--- src/design/icp_pkg.sv ---
// Shared constants, register codes and coefficient tables of the iteration color palette.
package icp_pkg;

  // Parameter defaults
  localparam int COUNT_BITS_DEF    = 16;
  localparam int FRACTION_BITS_DEF = 16;
  localparam int QUEUE_DEPTH       = 4;

  // Configuration port
  localparam int CFG_INDEX_W = 2;
  localparam int CFG_DATA_W  = 16;

  localparam logic [CFG_INDEX_W-1:0] REG_MAX_ITER = CFG_INDEX_W'(0);
  localparam logic [CFG_INDEX_W-1:0] REG_PALETTE  = CFG_INDEX_W'(1);

  localparam int MAX_ITER_RESET = 100;

  // Palette codes
  localparam int PAL_W = 3;

  localparam logic [PAL_W-1:0] PAL_ONE   = PAL_W'(1);
  localparam logic [PAL_W-1:0] PAL_TWO   = PAL_W'(2);
  localparam logic [PAL_W-1:0] PAL_THREE = PAL_W'(3);
  localparam logic [PAL_W-1:0] PAL_FOUR  = PAL_W'(4);

  // Doubled coefficient times 255, and the channel term width
  localparam int COEF_W  = 13;
  localparam int TERM_W  = 13;
  localparam int PIXEL_W = 25;

  localparam logic [COEF_W-1:0] K_RED_STD = COEF_W'(18 * 255);
  localparam logic [COEF_W-1:0] K_RED_P4  = COEF_W'(32 * 255);
  localparam logic [COEF_W-1:0] K_GRN_P2  = COEF_W'(24 * 255);
  localparam logic [COEF_W-1:0] K_GRN_P3  = COEF_W'(30 * 255);
  localparam logic [COEF_W-1:0] K_GRN_P4  = COEF_W'(20 * 255);
  localparam logic [COEF_W-1:0] K_BLU_P2  = COEF_W'(13 * 255);
  localparam logic [COEF_W-1:0] K_BLU_P3  = COEF_W'(17 * 255);
  localparam logic [COEF_W-1:0] K_BLU_P4  = COEF_W'(19 * 255);

  function automatic logic [COEF_W-1:0] coef_red(input logic [PAL_W-1:0] pal);
    logic [COEF_W-1:0] k;
    unique case (pal)
      PAL_FOUR: k = K_RED_P4;
      default:  k = K_RED_STD;
    endcase
    return k;
  endfunction

  function automatic logic [COEF_W-1:0] coef_green(input logic [PAL_W-1:0] pal);
    logic [COEF_W-1:0] k;
    unique case (pal)
      PAL_THREE: k = K_GRN_P3;
      PAL_FOUR:  k = K_GRN_P4;
      default:   k = K_GRN_P2;
    endcase
    return k;
  endfunction

  function automatic logic [COEF_W-1:0] coef_blue(input logic [PAL_W-1:0] pal);
    logic [COEF_W-1:0] k;
    unique case (pal)
      PAL_THREE: k = K_BLU_P3;
      PAL_FOUR:  k = K_BLU_P4;
      default:   k = K_BLU_P2;
    endcase
    return k;
  endfunction

endpackage

--- src/design/icp_queue.sv ---
// Short FIFO of ratio words between the front end and the color back end.
module icp_queue #(
  parameter int WIDTH = icp_pkg::FRACTION_BITS_DEF + 1,
  parameter int DEPTH = icp_pkg::QUEUE_DEPTH
) (
  input  logic             clk,
  input  logic             rst,
  input  logic             push,
  input  logic [WIDTH-1:0] push_data,
  output logic             full,
  input  logic             pop,
  output logic             pop_valid,
  output logic [WIDTH-1:0] pop_data
);
  import icp_pkg::*;

  localparam int PTR_W = (DEPTH > 1) ? $clog2(DEPTH) : 1;
  localparam int CNT_W = $clog2(DEPTH + 1);

  logic [WIDTH-1:0] entry [DEPTH];
  logic [PTR_W-1:0] wr_ptr;
  logic [PTR_W-1:0] rd_ptr;
  logic [CNT_W-1:0] count;
  logic             do_push;
  logic             do_pop;

  assign full      = (count == CNT_W'(DEPTH));
  assign pop_valid = (count != '0);
  assign do_push   = push && !full;
  assign do_pop    = pop && pop_valid;
  assign pop_data  = entry[rd_ptr];

  // pointers and fill count
  always_ff @(posedge clk) begin
    if (rst) begin
      wr_ptr <= '0;
      rd_ptr <= '0;
      count  <= '0;
    end else begin
      if (do_push) begin
        wr_ptr <= (wr_ptr == PTR_W'(DEPTH - 1)) ? '0 : wr_ptr + PTR_W'(1);
      end
      if (do_pop) begin
        rd_ptr <= (rd_ptr == PTR_W'(DEPTH - 1)) ? '0 : rd_ptr + PTR_W'(1);
      end
      if (do_push && !do_pop) begin
        count <= count + CNT_W'(1);
      end else if (do_pop && !do_push) begin
        count <= count - CNT_W'(1);
      end
    end
  end

  // storage
  always_ff @(posedge clk) begin
    if (do_push) begin
      entry[wr_ptr] <= push_data;
    end
  end

endmodule

--- config.mk ---
export PLATFORM = sky130hd
export DESIGN_NAME = icp_queue
export DESIGN_NICKNAME = d
export VERILOG_FILES = /design/src/design/icp_pkg.sv /design/src/design/icp_queue.sv
export SDC_FILE = /design/constraint.sdc
export NUM_CORES = 1
export LEC_CHECK = 0
export ABC_AREA = 1
export CAP_MARGIN = 20
export CORE_ASPECT_RATIO = 2
export CORE_MARGIN = 1.5
export CORE_UTILIZATION = 50
export CTS_CLUSTER_DIAMETER = 100
export DETAILED_ROUTE_END_ITERATION = 10
export DONT_BUFFER_PORTS = 1
export HOLD_SLACK_MARGIN = 0.12
export PLACE_DENSITY = 0.75
export SYNTH_ARGS = -nofsm -noshare
export SYNTH_HDL_FRONTEND = slang
export SYNTH_SLANG_ARGS = --single-unit
--- constraint.sdc ---
create_clock -name clk -period 3 [get_ports clk]
set_input_delay 0.3 -clock clk [delete_from_list [all_inputs] [get_ports clk]]
set_output_delay 0.3 -clock clk [all_outputs]
set_load 0.05 [all_outputs]
* Word-level counts from Yosys, hierarchy flattened
Memories as Yosys holds them, arrays and structs flattened. A register that Yosys moved wholly into a read port is not among the register bits.
Cells that the tools add are included.
** Word-level totals
- Output and inout port bits :: 19
- Logic and storage cells :: 28
- Memories :: 1
- Register bits after elaboration :: 7
- Bits of input ports :: 21
- Bits in writable memories :: 68
** Operators by class
- Add/subtract/negate cells :: 4
- Mux-type cells :: 8
- Eq/ne operators :: 3
- Reduce and logical (&&, ||, !) cells :: 9
** Memory list
- entry :: words 4, bits a word 17, rd ports 1, clocked after memory_dff 1, wr ports 1, RTL line icp_queue.sv:20 : logic [WIDTH-1:0] entry [DEPTH];
** Operator list (count)
- two-way mux 2 bit :: 4
- two-way mux 3 bit :: 2
- adder 2 x 1 -> 2 bit (second input constant) :: 2
- == test 2 bit (second input constant) :: 2
- logical AND 1 bit :: 4
- adder 3 x 1 -> 3 bit (second input constant) :: 1
- == test 3 bit (second input constant) :: 1
- zero test 1 bit :: 3
- nonzero test 3 bit :: 1
- subtractor 3 x 1 -> 3 bit (second input constant) :: 1
- two-way mux 1 bit :: 2
- nonzero test 2 bit :: 1

* Logic depth before layout (Yosys ltp)
- Word-level depth :: 7
- Depth in mapped cells :: 13
- Depth with buffers taken out :: 13

* Least setup slack after synthesis
No wires, ideal clock.
- Kind :: reg2reg
- Start point :: reg count[1]
- End point :: reg count[2]
- Clock period less this slack :: 1960 ps
- Library setup time :: 110 ps
- Stages on the path, launching flop included :: 13
- Data required time :: 2890 ps
- Data arrival time :: 1851 ps
- Path slack :: 1040 ps
- Cells stage by stage :: dfxtp_1 -> nor2_2 -> nand2_1 -> nand2_2 -> ha_1 -> inv_1 -> fa_1 -> inv_1 -> nand2_1 -> nand3_1 -> nand2_1 -> inv_1 -> nor2_1
** Between the ends
- Elaborated cells on any way between the ends :: 14
** RTL lines
- start: declaration :: RTL line icp_queue.sv:23 : logic [CNT_W-1:0] count;
- start signal: assignment :: RTL line icp_queue.sv:47 : count <= count + CNT_W'(1);
- start signal: assignment :: RTL line icp_queue.sv:49 : count <= count - CNT_W'(1);
- nonzero test 3 bit * :: RTL line icp_queue.sv:28 : assign pop_valid = (count != '0);
- via pop_valid :: RTL line icp_queue.sv:12 : output logic pop_valid,
- logical AND 1 bit * :: RTL line icp_queue.sv:30 : assign do_pop = pop && pop_valid;
- zero test 1 bit :: RTL line icp_queue.sv:46 : if (do_push && !do_pop) begin
- logical AND 1 bit :: RTL line icp_queue.sv:46
- two-way mux 3 bit / nonzero test 2 bit (equally long branches)
The timed path passes the listed nets; every way through them passes the cells marked *. The select of a mux whose other input is x is not followed.
A chain may end at the register's enable or synchronous reset.

* Worst setup path after layout
Ends and elaborated chain as after synthesis.

==> summary.txt <==
Detailed routing
  • Routed wire length per instance: approximately 15 um
  • Vias/cell: between 5 and 6
  • Initial drt markers: approximately 90
  • First-pass detailed-route iteration total: 5
  • DRC viols: 0
  • WL final: 5.27 mm
  • Vias after detailed routing: 1875
  • Post-DRT Antenna Nets: 0

GRT
  • First-pass GRT wire length: between 8 and 9 mm
  • Number of global-route vias before repair: 1900
  • Largest net degree at the start of global routing: 35
  • Gr ovfl total: 0
  • Gr usage total: 18.3%
  • Initial antenna violation count: 0

Worst setup path
  • Crit-path leading delay family: simple AND/OR/NAND/NOR gates
  • CP max-delay cell: fa_1
  • Worst Setup Path Type: reg2reg
  • Worst path bufs/invs: 3
  • Crit end category: flop
  • Largest stage delay on the critical path: about 380 ps
  • Worst Path Required: around 3200 ps
  • Worst path cell trace: nor2_2 > nand2_1 > nand2_2 > ha_1 > inv_1 > fa_1 > inv_1 > nand2_1 > nand3_1 > nand2_1 > inv_1 > nor2_1
  • Crit-path max FO: 4
  • Crit path launch type: flop
  • Worst Path Arrival: ~2400 ps

Placement
  • GP Congestion: 0.787
  • Port bufs: 0
  • Cells after DPL: roughly 310
  • DPL Wire Length: between 3 and 4 mm
  • Pre-CTS setup slack: slightly below 900 ps

Timing
  • RSZ-0062 raised after global routing: false
  • Total count of hold-check failures in the final report: 0
  • Fin crit period: about 2100 ps
  • Max-slew headroom: ~62%
  • Measured slew at the worst slew-check pin: approximately 560 ps
  • Final slew viol count: 0
  • Worst Skew: approximately 6 ps
  • Hold Slack: around 140 ps
  • Worst setup margin: around 870 ps
  • # setup viols final: 0
  • Maximum clock rate: about 470 MHz
  • Crit share post-route: between 70% and 80%
  • Setup tns final: 0 ps

Yosys
  • Synthesized Nets: 262
  • Post-synth top area share: about two thirds
  • Post-Syn Area: between 3000 and 4000 um^2
  • Largest family of logic cells by synthesized area: compound AO/OA/AOI/OAI gates
  • Syn. warnings: 0
  • XOR/XNOR share of the synthesized area: 0.284%
  • Yosys top cell by area: edfxtp_1
  • Post-synthesis mux area share: 0%
  • Post-synthesis simple-gate area fraction: a little under a tenth
  • Sequential fraction of the synthesis area: 71.9%
  • #FFs+latches synth: 77
  • Post-Synth Adder-Cell Area: 3.08%
  • Distinct cells, synth: 23
  • Compound-Gate Fraction of Synth Area: a little over a tenth
  • Area contributors post-synth: edfxtp_1, nor2_1, dfxtp_1, o22ai_1, o21ai_2
  • Syn_area_per_cell: 13.2 um^2
  • Synth Instances: ~230

Clock tree
  • Worst-Skew Late Latency: around 330 ps
  • Clock Path Buffers: 2
  • H-tree Lvls: 3
  • CTS tree: yes
  • TritonCTS Sinks: between 70 and 80
  • Clk pin slew, worst setup/hold paths: about 50 ps
  • CTS Buf Count: 9
  • Root Driver: clkbuf_16
  • Post-CTS sizing: 0

Flow run
  • Max-capacitance violation count: 0

Die
  • Die area: roughly 6700 um^2
  • # IOs: 40
  • Num rows: 40
  • Core Box Area: between 6000 and 7000 um^2
  • DIE WIDTH: approximately 59 um
  • Initial Util: 51.4%
  • Die Y: about 110 um

Layout
  • ANT cells: 0
  • Final #Nets: roughly 310
  • Area Growth Syn to Fin: 20.2%
  • Fill count: approximately 450
  • Share of layout cells above drive strength 1: 18.7%
  • Post-route insts no fill: between 300 and 400

Outcome
  • Status: completed

Power
  • VDD IR max: about 740 uV
  • Cell Pwr Density: approximately 1000 nW/um^2
  • Leak pwr: about 0.0014 uW

Hold path
  • Min-Delay Path Class: in2reg
==> area by class of cell <==
type	instances	area [um^2]	share of cell area, %
multi-input cells	131	713	19.2
clock inverters	2	10.0	0.270
flip-flops and latches	77	2220	59.9
inverters	17	66.3	1.79
clock buffers	14	254	6.84
well taps	63	78.8	2.12
repair buffers	43	368	9.91
==> layer usage <==
| layer | vias to the layer above | GRT usage [%] | part of all wire, % |
|---|---|---|---|
| li1 | 921 | - | - |
| met4 | 0 | 10.6 | 2.4 |
| met3 | 12 | 4.63 | 4.5 |
| met2 | 47 | 31.9 | 58 |
| met5 | - | 0 | 0 |
| met1 | 895 | 19.2 | 35 |
==> sequential cells by signal, indices dropped and copies added, names as in the netlist, named ones only <==
name and cells:
rd_ptr 2, count 3, entry 68, wr_ptr 2
==> Yosys cell counts <==
master / count
nand2_1: 11
buf_6: 6
o21ai_2: 10
ha_1: 6
nand3_1: 1
buf_4: 2
edfxtp_1: 68
nor2_2: 1
buf_2: 1
a21oi_1: 2
nand2_2: 3
inv_1: 15
inv_4: 1
o21ai_0: 13
fa_1: 1
o22ai_1: 17
nand4_1: 1
inv_2: 1
nand3b_1: 2
o21ai_1: 12
nor2_1: 50
xor2_1: 1
dfxtp_1: 9
==> cell usage in the layout, fill, tap and decap left out, types with 2 or more instances in the layout <==
| cell type | Yosys | layout |
|---|---|---|
| edfxtp_1 | 68 | 68 |
| nor2_1 | 50 | 50 |
| buf_4 | 2 | 25 |
| dlygate4sd3_1 | 0 | 18 |
| o22ai_1 | 17 | 17 |
| inv_1 | 15 | 15 |
| o21ai_0 | 13 | 13 |
| o21ai_1 | 12 | 12 |
| nand2_1 | 11 | 11 |
| o21ai_2 | 10 | 10 |
| dfxtp_1 | 9 | 9 |
| clkbuf_16 | 0 | 9 |
| ha_1 | 6 | 6 |
| clkbuf_1 | 0 | 4 |
| nand2_2 | 3 | 3 |
| a21oi_1 | 2 | 2 |
| nand3b_1 | 2 | 2 |
| clkinv_2 | 0 | 2 |
==> where the power goes <==
part / leakage, uW / switching [uW] / internal, uW
Clock: 0.000131 / 356 / 579
Combinational: 0.000560 / 1040 / 430
Sequential: 0.000698 / 87.6 / 1320
Total: 0.00139 / 1480 / 2330
==> kinds of logic after synthesis <==
logic type	count (synthesis)
DFF	77
and+or+nand+nor	69
AOI/OAI and AO/OA	54
buffers and inverters	26
adders and majority gates	7
xor gates and xnor gates	1
==> per-stage QoR <==
stage               util, %  total power [uW]  area, um^2
finish                 61.8              3810        3710
global route           61.8              4010        3710
CTS                    61.8              3840        3710
detailed placement     54.4              2870        3270
global placement       54.4              2840        3270
floorplan                 -              2530        3090
==> final timing paths <==
check	cells past startpoint	endpoint	slack, ps	from
worst min register to register	2	wr_ptr[1]	550	wr_ptr[1]
worst max register to register	12	count[2]	870	count[1]
worst max-delay path	12	count[2]	870	count[1]
worst min-delay path	2	wr_ptr[1]	140	push
==> worst register-to-register path, delay by kind of cell (launching register included) <==
kind / cells / cell delay, ps
fa+ha+maj: 2 / 570
buf+inv: 3 / 190
flops: 1 / 340
simple gates: 7 / 940
==> what timing repair did <==
item                      CTS  global route
hold endpoints to repair   69             0
hold buffers               18             0
buffers inserted            0             0
Power figures use the tool's default switching activity.
