$ cat config.mk
export PLATFORM = sky130hd
export DESIGN_NAME = icp_front
export DESIGN_NICKNAME = d
export VERILOG_FILES = /design/src/design/icp_pkg.sv /design/src/design/icp_front.sv
export SDC_FILE = /design/constraint.sdc
export NUM_CORES = 1
export LEC_CHECK = 0
export BUFFER_PORTS_ARGS = -buffer_cell sky130_fd_sc_hd__buf_2
export CELL_PAD_IN_SITES_DETAIL_PLACEMENT = 1
export CELL_PAD_IN_SITES_GLOBAL_PLACEMENT = 1
export CORE_MARGIN = 2
export CORE_UTILIZATION = 58
export CTS_BUF_LIST = sky130_fd_sc_hd__clkbuf_8
export CTS_CLUSTER_DIAMETER = 200
export DETAILED_ROUTE_END_ITERATION = 10
export HOLD_SLACK_MARGIN = 0.02
export PLACE_DENSITY_LB_ADDON = 0.25
export SLEW_MARGIN = 10
export SYNTH_ARGS = -nofsm -noshare
export SYNTH_HDL_FRONTEND = slang
export SYNTH_SLANG_ARGS = --single-unit
$ cat constraint.sdc
create_clock -name clk -period 38.5 [get_ports clk]
set_input_delay 5.775 -clock clk [delete_from_list [all_inputs] [get_ports clk]]
set_output_delay 5.775 -clock clk [all_outputs]
set_load 0.01 [all_outputs]
$ cat src/design/icp_pkg.sv
// Shared constants, register codes and coefficient tables of the iteration color palette.
package icp_pkg;

  // Parameter defaults
  localparam int COUNT_BITS_DEF    = 16;
  localparam int FRACTION_BITS_DEF = 16;
  localparam int QUEUE_DEPTH       = 4;

  // Configuration port
  localparam int CFG_INDEX_W = 2;
  localparam int CFG_DATA_W  = 16;

  localparam logic [CFG_INDEX_W-1:0] REG_MAX_ITER = CFG_INDEX_W'(0);
  localparam logic [CFG_INDEX_W-1:0] REG_PALETTE  = CFG_INDEX_W'(1);

  localparam int MAX_ITER_RESET = 100;

  // Palette codes
  localparam int PAL_W = 3;

  localparam logic [PAL_W-1:0] PAL_ONE   = PAL_W'(1);
  localparam logic [PAL_W-1:0] PAL_TWO   = PAL_W'(2);
  localparam logic [PAL_W-1:0] PAL_THREE = PAL_W'(3);
  localparam logic [PAL_W-1:0] PAL_FOUR  = PAL_W'(4);

  // Doubled coefficient times 255, and the channel term width
  localparam int COEF_W  = 13;
  localparam int TERM_W  = 13;
  localparam int PIXEL_W = 25;

  localparam logic [COEF_W-1:0] K_RED_STD = COEF_W'(18 * 255);
  localparam logic [COEF_W-1:0] K_RED_P4  = COEF_W'(32 * 255);
  localparam logic [COEF_W-1:0] K_GRN_P2  = COEF_W'(24 * 255);
  localparam logic [COEF_W-1:0] K_GRN_P3  = COEF_W'(30 * 255);
  localparam logic [COEF_W-1:0] K_GRN_P4  = COEF_W'(20 * 255);
  localparam logic [COEF_W-1:0] K_BLU_P2  = COEF_W'(13 * 255);
  localparam logic [COEF_W-1:0] K_BLU_P3  = COEF_W'(17 * 255);
  localparam logic [COEF_W-1:0] K_BLU_P4  = COEF_W'(19 * 255);

  function automatic logic [COEF_W-1:0] coef_red(input logic [PAL_W-1:0] pal);
    logic [COEF_W-1:0] k;
    unique case (pal)
      PAL_FOUR: k = K_RED_P4;
      default:  k = K_RED_STD;
    endcase
    return k;
  endfunction

  function automatic logic [COEF_W-1:0] coef_green(input logic [PAL_W-1:0] pal);
    logic [COEF_W-1:0] k;
    unique case (pal)
      PAL_THREE: k = K_GRN_P3;
      PAL_FOUR:  k = K_GRN_P4;
      default:   k = K_GRN_P2;
    endcase
    return k;
  endfunction

  function automatic logic [COEF_W-1:0] coef_blue(input logic [PAL_W-1:0] pal);
    logic [COEF_W-1:0] k;
    unique case (pal)
      PAL_THREE: k = K_BLU_P3;
      PAL_FOUR:  k = K_BLU_P4;
      default:   k = K_BLU_P2;
    endcase
    return k;
  endfunction

endpackage

$ cat src/design/icp_front.sv
// Front end: count saturation and pipelined restoring divider forming t = count / limit.
module icp_front #(
  parameter int COUNT_BITS    = icp_pkg::COUNT_BITS_DEF,
  parameter int LIM_BITS      = icp_pkg::CFG_DATA_W,
  parameter int FRACTION_BITS = icp_pkg::FRACTION_BITS_DEF
) (
  input  logic                     clk,
  input  logic                     rst,
  input  logic                     in_valid,
  output logic                     in_ready,
  input  logic [COUNT_BITS-1:0]    iteration_count,
  input  logic [LIM_BITS-1:0]      max_iterations,
  input  logic                     q_full,
  output logic                     q_push,
  output logic [FRACTION_BITS:0]   q_t
);
  import icp_pkg::*;

  // one integer quotient bit plus one bit per fraction position
  localparam int STEPS = FRACTION_BITS + 1;

  logic [LIM_BITS-1:0]      lim_eff;
  logic [LIM_BITS-1:0]      c_sat;
  logic                     advance;

  logic                     valid [0:STEPS];
  logic [LIM_BITS-1:0]      rem   [0:STEPS];
  logic [FRACTION_BITS:0]   quo   [0:STEPS];

  logic [LIM_BITS:0]        trial  [1:STEPS];
  logic                     ge     [1:STEPS];
  logic [LIM_BITS-1:0]      rem_nx [1:STEPS];

  // a zero limit acts as one; count saturates to the limit
  assign lim_eff = (max_iterations == '0) ? LIM_BITS'(1) : max_iterations;
  assign c_sat   = (iteration_count > COUNT_BITS'(lim_eff)) ? lim_eff
                                                             : iteration_count[LIM_BITS-1:0];

  // whole pipe holds only when the last stage cannot hand off its word
  assign advance  = !(valid[STEPS] && q_full);
  assign in_ready = advance;
  assign q_push   = valid[STEPS] && !q_full;
  assign q_t      = quo[STEPS];

  // one compare and subtract per stage; remainder stays below the limit
  always_comb begin
    for (int k = 1; k <= STEPS; k++) begin
      trial[k]  = (k == 1) ? {1'b0, rem[k-1]} : {rem[k-1], 1'b0};
      ge[k]     = (trial[k] >= {1'b0, lim_eff});
      rem_nx[k] = ge[k] ? LIM_BITS'(trial[k] - {1'b0, lim_eff}) : trial[k][LIM_BITS-1:0];
    end
  end

  // stage valid bits
  always_ff @(posedge clk) begin
    if (rst) begin
      for (int k = 0; k <= STEPS; k++) valid[k] <= 1'b0;
    end else if (advance) begin
      valid[0] <= in_valid;
      for (int k = 1; k <= STEPS; k++) valid[k] <= valid[k-1];
    end
  end

  // remainder and quotient bits
  always_ff @(posedge clk) begin
    if (advance) begin
      rem[0] <= c_sat;
      quo[0] <= '0;
      for (int k = 1; k <= STEPS; k++) begin
        rem[k] <= rem_nx[k];
        quo[k] <= {quo[k-1][FRACTION_BITS-1:0], ge[k]};
      end
    end
  end

endmodule

Word level (Yosys, flattened, before mapping)
Memories as Yosys holds them, arrays and structs flattened. Index checks and enable logic that the tools add are counted.

Bitwise gates (word level): 18. Multiply operators: 0. Reductions and logical operators: 5. Equality and inequality tests: 0. Multiplexer cells: 42. $add $sub $neg: 17. Shift operators: 0. $lt $le $gt $ge: 18. Divide/modulo/power cells: 0.

Operator list (number): 16-bit two-way mux (19); 17-bit by 16-bit greater-or-equal comparator with 1-bit output (16); 16-bit subtractor (17); 1-bit two-way mux (23); 1-bit bitwise OR (18); 16-bit greater-or-equal comparator (1); 16-bit greater-than comparator (1); 16-bit zero test (1); 1-bit logical AND (2); 1-bit zero test (2).

Register bits after elaboration: 0. Word-level logic and storage cells: 103. Latch bits: 0. Bits in writable memories: 612. Memories kept: 3. Input bits: 36. Memory bits (read-only): 0. Output and inout port bits: 19.

Memory list: quo (depth 18, bits a word 17, rd ports 18, clocked after Yosys merged registers in 0, wr ports 18, RTL line icp_front.sv:28) `logic [FRACTION_BITS:0] quo [0:STEPS];`; rem (depth 18, bits a word 16, rd ports 17, clocked after Yosys merged registers in 0, wr ports 18, RTL line icp_front.sv:27) `logic [LIM_BITS-1:0] rem [0:STEPS];`; valid (depth 18, bits a word 1, rd ports 18, clocked after Yosys merged registers in 0, wr ports 18, RTL line icp_front.sv:26) `logic valid [0:STEPS];`.

Logic depth before layout (Yosys ltp)
Gate-level depths: netlist of the first run. An unclocked memory read counts as a cell.

Depth after elaboration: 6. Depth in mapped cells: 14. Depth with buffers taken out: 12.

Least setup slack after synthesis of the first run
OpenSTA, ideal clock, no wires.

Path kind: input to output. Start: input port q_full. End: output port in_ready. Arrival: 14.765 ns. Path slack: 17.960 ns. Path buffers: 0. Stages: 1. Cell sequence: nand2_1.

Longest elaborated chain between the ends: 2.

RTL lines: start, declared (RTL line icp_front.sv:13) `input logic q_full,`; 1-bit logical AND (RTL line icp_front.sv:40) `assign advance = !(valid[STEPS] && q_full);`; 1-bit zero test (RTL line icp_front.sv:40); end, declared (RTL line icp_front.sv:10) `output logic in_ready,`.

Every way passes these cells.

Final worst setup path of the first run
Ends and elaborated chain as after synthesis.

==> impl_results.md, run 1 <==
- Status: finished, final reports clean
- Yosys top cell area share: 0.454
- Die Y: about 230 um
- Clock power share: 0.142
- RR Startpoint: rem[0][0]
- Die Width: approximately 230 um
- Crit-path cells: buf_2, nand2_4, buf_2
- Peak Freq: 0.0797 GHz
- CTS Hold Bufs: 0
- # DRC: 0
- CP endpoint kind: output port
- Avg Cell Area, Syn: 11.3 um2
- Netlist cell types: between 80 and 90
- Post-synth EDFFs: 443
- First-pass GRT wire length: 127000 um
- Synth area leader: edfxtp_1
- Antenna Cells: 0
- Vias in the first global route: ~23000
- Post-CTS Repair Setup Buffers: 0
- Starting Density: 0.586
- Combinational power share: 0.522
- Crit Path Max Fanout: 49
- # IOs: 55
- Via/cell ratio: between 6 and 7
- Req. time, crit path: 32.72 ns
- CP Launch Point: q_full
- Area of the core: around 0.050 mm2
- Routed wire per std cell: around 23 um
- Most used cell, CP: buf_2
- Clock sink count: between 400 and 500
- Crit Path Class: in2out
- HP Class: reg2reg
- FFs w/ async S/R, synth: 0
- Worst hold margin: between 0.4 and 0.5 ns
- Die area: between 0.05 and 0.06 mm2
- Initial drt markers: 1345
- Crit path DAT: roughly 6.8 ns
- # H-tree levels: 3
- Synthesized area: between 0.02 and 0.03 mm2
- Grt ovf: 0
- CP peak stage delay: 0.50 ns
- Slew Viols, Final: 0
- Post-layout min period: ~13 ns
- Leak: between 10 and 15 nW
- WL final: between 80000 and 90000 um
- Cell-internal power: 1.75 mW
- RD Place Congestion: about 0.9
- CTS tree: yes
- Clock Path Buffers: 3
- Design Area, Final: approximately 0.032 mm2
- Switch share: 0.402
- RSZ-0062 raised after global routing: false
- Flop2flop setup slack: ~35 ns
- Max_cap viols: 0
- Area Overhead vs Synth: 8.36%
- Skew final: approximately 0.038 ns
- Via count: around 22000
- Initial antenna violation count: 0
- Most frequent cells in the layout: 443 x edfxtp_1, 287 x ha_1, 186 x a21oi_1, 166 x nand2_1, 154 x mux2_2
- NetSw: 1.18 mW
- Flop pwr share: 0.335
- Ys Warns: 0
- Post-route ant nets: 0
- CTS buffer count: 77
- Worst slew pin tran: approximately 1.2 ns
- I/O Buffers: 54
- Clk slew on worst S/H paths: 0.06 ns
- Worst slew margin: 0.183
- Setup TNS: 0 ns
- Max rail drop VDD: roughly 0.000053 V
- Hpwl dp: about 57000 um
- Fill count: 5257
- Slowest-stage cell, CP: nand2_4
- Final hold vios: 0
- Top post-synthesis cells by area: edfxtp_1 45%, ha_1 12%, mux2_2 5.9%
- Final net count: roughly 3000
- R2r worst-path depth: 11
- Clock Latency Late Sink: ~0.70 ns
- Site Rows: between 80 and 90
- Worst setup SP type: input port
- Predominant post-synthesis flop cell: edfxtp_1
- Synth Instances: approximately 2600
- Net Count, Synth: ~3000
- Crit share post-route: 0.326
- Register area share after synthesis: 0.454
- Most common cell after layout, fill and taps aside: edfxtp_1
- Largest net degree at the start of global routing: ~160
- Root Buffer: clkbuf_8
- Critical Path Sink: in_ready
- Power Dens Cells: around 90 mW/mm2
- First-pass DRT Iterations: 5
- Post-CTS Resized: 0
- GR Util All Layers: 0.308
- Reg-to-Reg End: rem[1][5]
- Final setup violation count: 0
- Layout cells sized above 1: 0.131
- Flops & latches, synth: 443
- Placed inst area: 0.0303 mm2
## registers in the layout (all words and copies together), names as in the netlist
signal	count
quo	153
valid	18
rem	272
## power groups by stage
stage,registers (mW),logic (mW),clock network (mW)
6_report,0.983,1.53,0.417
5_1_grt,1.00,1.68,0.445
4_1_cts,0.981,1.51,0.427
3_5_place_dp,0.987,1.49,0
3_3_place_gp,0.973,1.38,0
2_1_floorplan,0.928,1.17,0
## through the flow
stage,util,power [mW],cells,setup slack (ns)
2_1_floorplan,-,2.09,2602,17.96
3_3_place_gp,0.607,2.36,3293,25.99
3_5_place_dp,0.607,2.47,3293,25.94
4_1_cts,0.635,2.92,3428,25.94
5_1_grt,0.635,3.13,3428,25.89
6_report,0.635,2.93,3428,25.95
## worst min path at each step
stage           startpoint     endpoint  slack [ns]  depth (start not counted)
6_report        quo[12][6]   quo[13][7]        0.41                          0
5_1_grt         quo[12][6]   quo[13][7]        0.42                          0
4_1_cts         quo[12][1]   quo[13][2]        0.40                          0
3_5_place_dp    quo[10][4]   quo[11][5]        0.41                          0
3_3_place_gp   quo[13][12]  quo[14][13]        0.40                          0
2_1_floorplan    quo[9][0]   quo[10][1]        0.40                          0
## layout make-up
class | count | area (um2) | share of cell area
Multi-Input combinational cell | 1997 | 15300 | 0.484
Sequential cell | 443 | 13300 | 0.419
Clock buffer | 77 | 1060 | 0.0334
Tap cell | 672 | 841 | 0.0265
Timing Repair Buffer | 75 | 440 | 0.0139
Inverter | 106 | 398 | 0.0125
Clock inverter | 58 | 350 | 0.0110
## logic make-up (layout without fill, tap and decap cells)
| family | count (synthesis) | in the layout | share of synthesized area |
|---|---|---|---|
| buf+inv | 162 | 316 | 0.0228 |
| xor+xnor | 195 | 195 | 0.0583 |
| simple gates | 612 | 612 | 0.102 |
| fa+ha+maj | 303 | 303 | 0.134 |
| compound gates | 696 | 696 | 0.156 |
| flops | 443 | 443 | 0.454 |
| mux | 191 | 191 | 0.0736 |
## layer usage
metal / track usage / part of all wire / vias to the layer above / wire (um)
li1: - / - / 10114 / -
met1: 0.389 / 0.43 / 10747 / 34300
met2: 0.530 / 0.49 / 530 / 39400
met3: 0.0474 / 0.046 / 180 / 3710
met4: 0.122 / 0.036 / 0 / 2850
met5: 0 / 0 / - / 0
## Yosys cell counts (6+ instances only)
cell type,instances
xnor2_1,120
a31oi_1,31
mux2_4,7
buf_2,11
clkbuf_1,36
o2111ai_1,10
o21ai_0,148
or3_1,13
nand3_1,59
or2_2,8
mux2_2,154
a21o_1,95
and3_1,26
nor2b_1,37
nor4_1,8
o21bai_1,25
and2_1,28
fa_1,16
o211ai_1,20
mux2i_1,16
and4_1,10
ha_1,287
o31ai_1,7
nand2_1,167
mux2_1,14
nand4_1,27
nor3_1,40
edfxtp_1,443
a211oi_1,32
a211o_1,13
o21ai_1,6
a21oi_1,186
a2111oi_0,11
nand2b_1,27
xor2_1,75
nor2_1,147
inv_1,105
o221ai_1,6
o21a_1,31
o311ai_0,9
## critical path, delay by kind of cell
kind	cells	cell delay, ns
AND/OR/NAND/NOR	1	0.50
buffers and inverters	2	0.42
Note: power is estimated with default switching activity, not from simulation.
==> run 2: changes to the inputs <==
--- a/config.mk
+++ b/config.mk
@@ -5,11 +5,12 @@
 export SDC_FILE = /design/constraint.sdc
 export NUM_CORES = 1
 export LEC_CHECK = 0
+export ABC_AREA = 1
 export BUFFER_PORTS_ARGS = -buffer_cell sky130_fd_sc_hd__buf_2
 export CELL_PAD_IN_SITES_DETAIL_PLACEMENT = 1
 export CELL_PAD_IN_SITES_GLOBAL_PLACEMENT = 1
 export CORE_MARGIN = 2
-export CORE_UTILIZATION = 58
+export CORE_UTILIZATION = 46
 export CTS_BUF_LIST = sky130_fd_sc_hd__clkbuf_8
 export CTS_CLUSTER_DIAMETER = 200
 export DETAILED_ROUTE_END_ITERATION = 10
==> constraint.sdc (replaced) <==
create_clock -name clk -period 10.5 [get_ports clk]
set_input_delay 1.575 -clock clk [delete_from_list [all_inputs] [get_ports clk]]
set_output_delay 1.575 -clock clk [all_outputs]
set_load 0.01 [all_outputs]
==> run 2 against run 1 <==
  * Utilization is 13 points lower
  * First-iteration DRC count is 0.89% higher
  * Design area is 6.0% higher
  * Largest power group unchanged
  * Count of clock-buffer cells in the layout is 6 higher
  * Final cell count is 35% higher
  * Critical endpoint is now rem[5][14]
  * Flip-flop and latch count stayed put
  * Highest routed layer unchanged
  * Die area is 33% higher
==> impl_results.md, run 2 <==
- Status: finished, final reports clean
- Synthesized area: ~0.031 mm2
- Most common cell after layout, fill and taps aside: nand2_1
- WL final: 87900 um
- Via/cell ratio: 5.45
- CP endpoint kind: flip-flop
- Final net count: 4040
- First-pass GRT wire length: about 140000 um
- Die Width: between 200 and 300 um
- Root Buffer: clkbuf_8
- Area of the core: roughly 0.067 mm2
- Slowest-stage cell, CP: clkinv_2
- Synth Instances: 3584
- Worst Path Buf+Inv: 5
- Top reg by flops: rem
- # DRC: 0
- Top delay family on crit path: simple AND/OR/NAND/NOR gates
- Setup TNS: 0 ns
- Sequential cell area: ~0.013 mm2
- Largest net degree at the start of global routing: 127
- RD Place Congestion: around 0.89
- Area Overhead vs Synth: 8.63%
- CTS tree: yes
- Most frequent cells in the layout: 1011 x nand2_1, 443 x edfxtp_1, 367 x inv_1, 287 x ha_1, 267 x nor2_1
- Max FFs per register: about 270
- Worst setup SP type: input port
- Clock sink count: between 400 and 500
- HP Class: reg2reg
- Worst slew pin tran: roughly 1.2 ns
- Synth area leader: edfxtp_1
- Clk slew on worst S/H paths: 0.07 ns
- Die area: ~0.069 mm2
- CTS Hold Bufs: 0
- Routed wire per std cell: approximately 19 um
- Flops & latches, synth: roughly 440
- Site Rows: 95
- Netlist cell types: 43
- Largest regs: rem (272), quo (153), valid (18)
- Max_cap viols: 0
- Finished Layout Cells: 4638
- Most used cell, CP: nor2_1
- Post-layout min period: between 5 and 6 ns
- Layout cells sized above 1: 0.0733
- Worst slew margin: 0.227
- GR Util All Layers: 0.255
- Max rail drop VDD: 0.000141 V
- Clock Path Buffers: 3
- Peak Freq: around 0.18 GHz
- Crit share post-route: 0.530
- Register area share after synthesis: 0.429
- Crit Path Class: in2reg
- Most common cell in the netlist: nand2_1
- Hpwl dp: 62400 um
- Crit-path cells: buf_2, buf_4, nor2_1, nand2_1, nor2_1, nand2_2, nand2_4, clkinv_2, buf_4, ha_1, inv_1, nor2_1, nand4_2, nand3_4, nand3b_1, nand2_1
- Grt ovf: 0
- Post-CTS Repair Setup Buffers: 0
- I/O Buffers: between 50 and 60
- Power Dens Cells: between 300 and 400 mW/mm2
- Die Y: between 200 and 300 um
- Final setup violation count: 0
- Initial antenna violation count: 1
- First-pass DRT Iterations: 5
- Post-synth EDFFs: 443
- Avg Cell Area, Syn: 8.64 um2
- Yosys top cell area share: 0.429
- CTS buffer count: 83
- CP peak stage delay: ~0.93 ns
- Req. time, crit path: roughly 11 ns
- Slew Viols, Final: 0
- Ys Warns: 0
- Area of the multi-input gates: about 0.016 mm2
- Fill count: just over 8000
- Predominant post-synthesis flop cell: edfxtp_1
- # H-tree levels: 3
- Net Count, Synth: about 4000
- Post-route ant nets: 0
- Via count: about 25000
- Clock Latency Late Sink: approximately 0.7 ns
- # IOs: between 50 and 60
- Final Util: 0.503
- Final hold vios: 0
- Skew final: around 0.031 ns
- Top post-synthesis cells by area: edfxtp_1 43%, nand2_1 12%, ha_1 12%
- RSZ-0062 raised after global routing: false
- FFs w/ async S/R, synth: 0
- Worst hold margin: 0.403 ns
- Cell total after placement: 4489
- Initial drt markers: roughly 1400
- Leak: 15.0 nW
- Post-CTS Resized: 0
- Vias in the first global route: around 26000
- Crit path DAT: about 6.0 ns
- Starting Density: 0.463
- Crit Path Max Fanout: 39
- Top cells by count, synth: 1012 x nand2_1, 443 x edfxtp_1, 353 x inv_1, 287 x ha_1, 267 x nor2_1
==> run 2: cell types whose count changed after synthesis, moves of 109 or more <==
cell	previous run	this run
mux2_2	154	0
nor2_1	147	267
nand3_1	59	209
nand2_1	167	1012
o21ai_1	6	115
inv_1	105	353
==> run 2: logic make-up after synthesis <==
| group | count (synthesis) | share of synthesized area |
|---|---|---|
| AOI/OAI and AO/OA | 582 | 0.103 |
| xor gates and xnor gates | 145 | 0.0410 |
| adders and majority gates | 303 | 0.126 |
| buffers and inverters | 415 | 0.0598 |
| DFF | 443 | 0.429 |
| and+or+nand+nor | 1696 | 0.240 |
==> run 2: routing by layer <==
| layer | part of all wire | track usage |
|---|---|---|
| met2 | 0.48 | 0.435 |
| met1 | 0.46 | 0.341 |
| met4 | 0.025 | 0.0686 |
| met3 | 0.036 | 0.0307 |
| met5 | 0 | 0 |
==> run 2: area by class of cell <==
cell class	instances	area share
repair buffers	77	0.0135
clock inverters	65	0.0118
inverters	370	0.0423
diodes	1	0.0000743
flip-flops and latches	443	0.395
multi-input cells	2726	0.471
clock buffers	83	0.0339
well taps	873	0.0325
==> run 2: worst paths after layout <==
check	slack [ns]	startpoint	to	cells past startpoint
worst max-delay path	4.93	max_iterations[1]	rem[5][14]	16
worst min-delay path	0.40	quo[14][10]	quo[15][11]	0
worst max register to register	7.20	valid[0][17]	quo[11][6]	4
worst min register to register	0.40	quo[14][10]	quo[15][11]	0
==> run 2: worst reg2reg max path, cell delays in order (launching register included) <==
cell and delay, ns:
edfxtp_1 0.48, nand2_8 0.20, buf_12 0.51, buf_4 0.92, buf_4 0.75
==> run 2: report_power, final <==
group / internal (mW) / total, mW / switching [mW]
clock network: 0.840 / 1.63 / 0.791
logic: 2.06 / 5.57 / 3.51
registers: 3.16 / 3.70 / 0.539
total: 6.06 / 10.9 / 4.84
==> run 2: per-stage QoR <==
stage	area [um2]	total power [mW]	setup slack [ns]
final	33700	10.9	4.93
after global routing	33700	11.9	4.63
after CTS	33700	11.0	4.94
after detailed placement	32100	9.27	4.24
after global placement	32100	9.04	4.34
after floorplan	31000	7.88	2.07
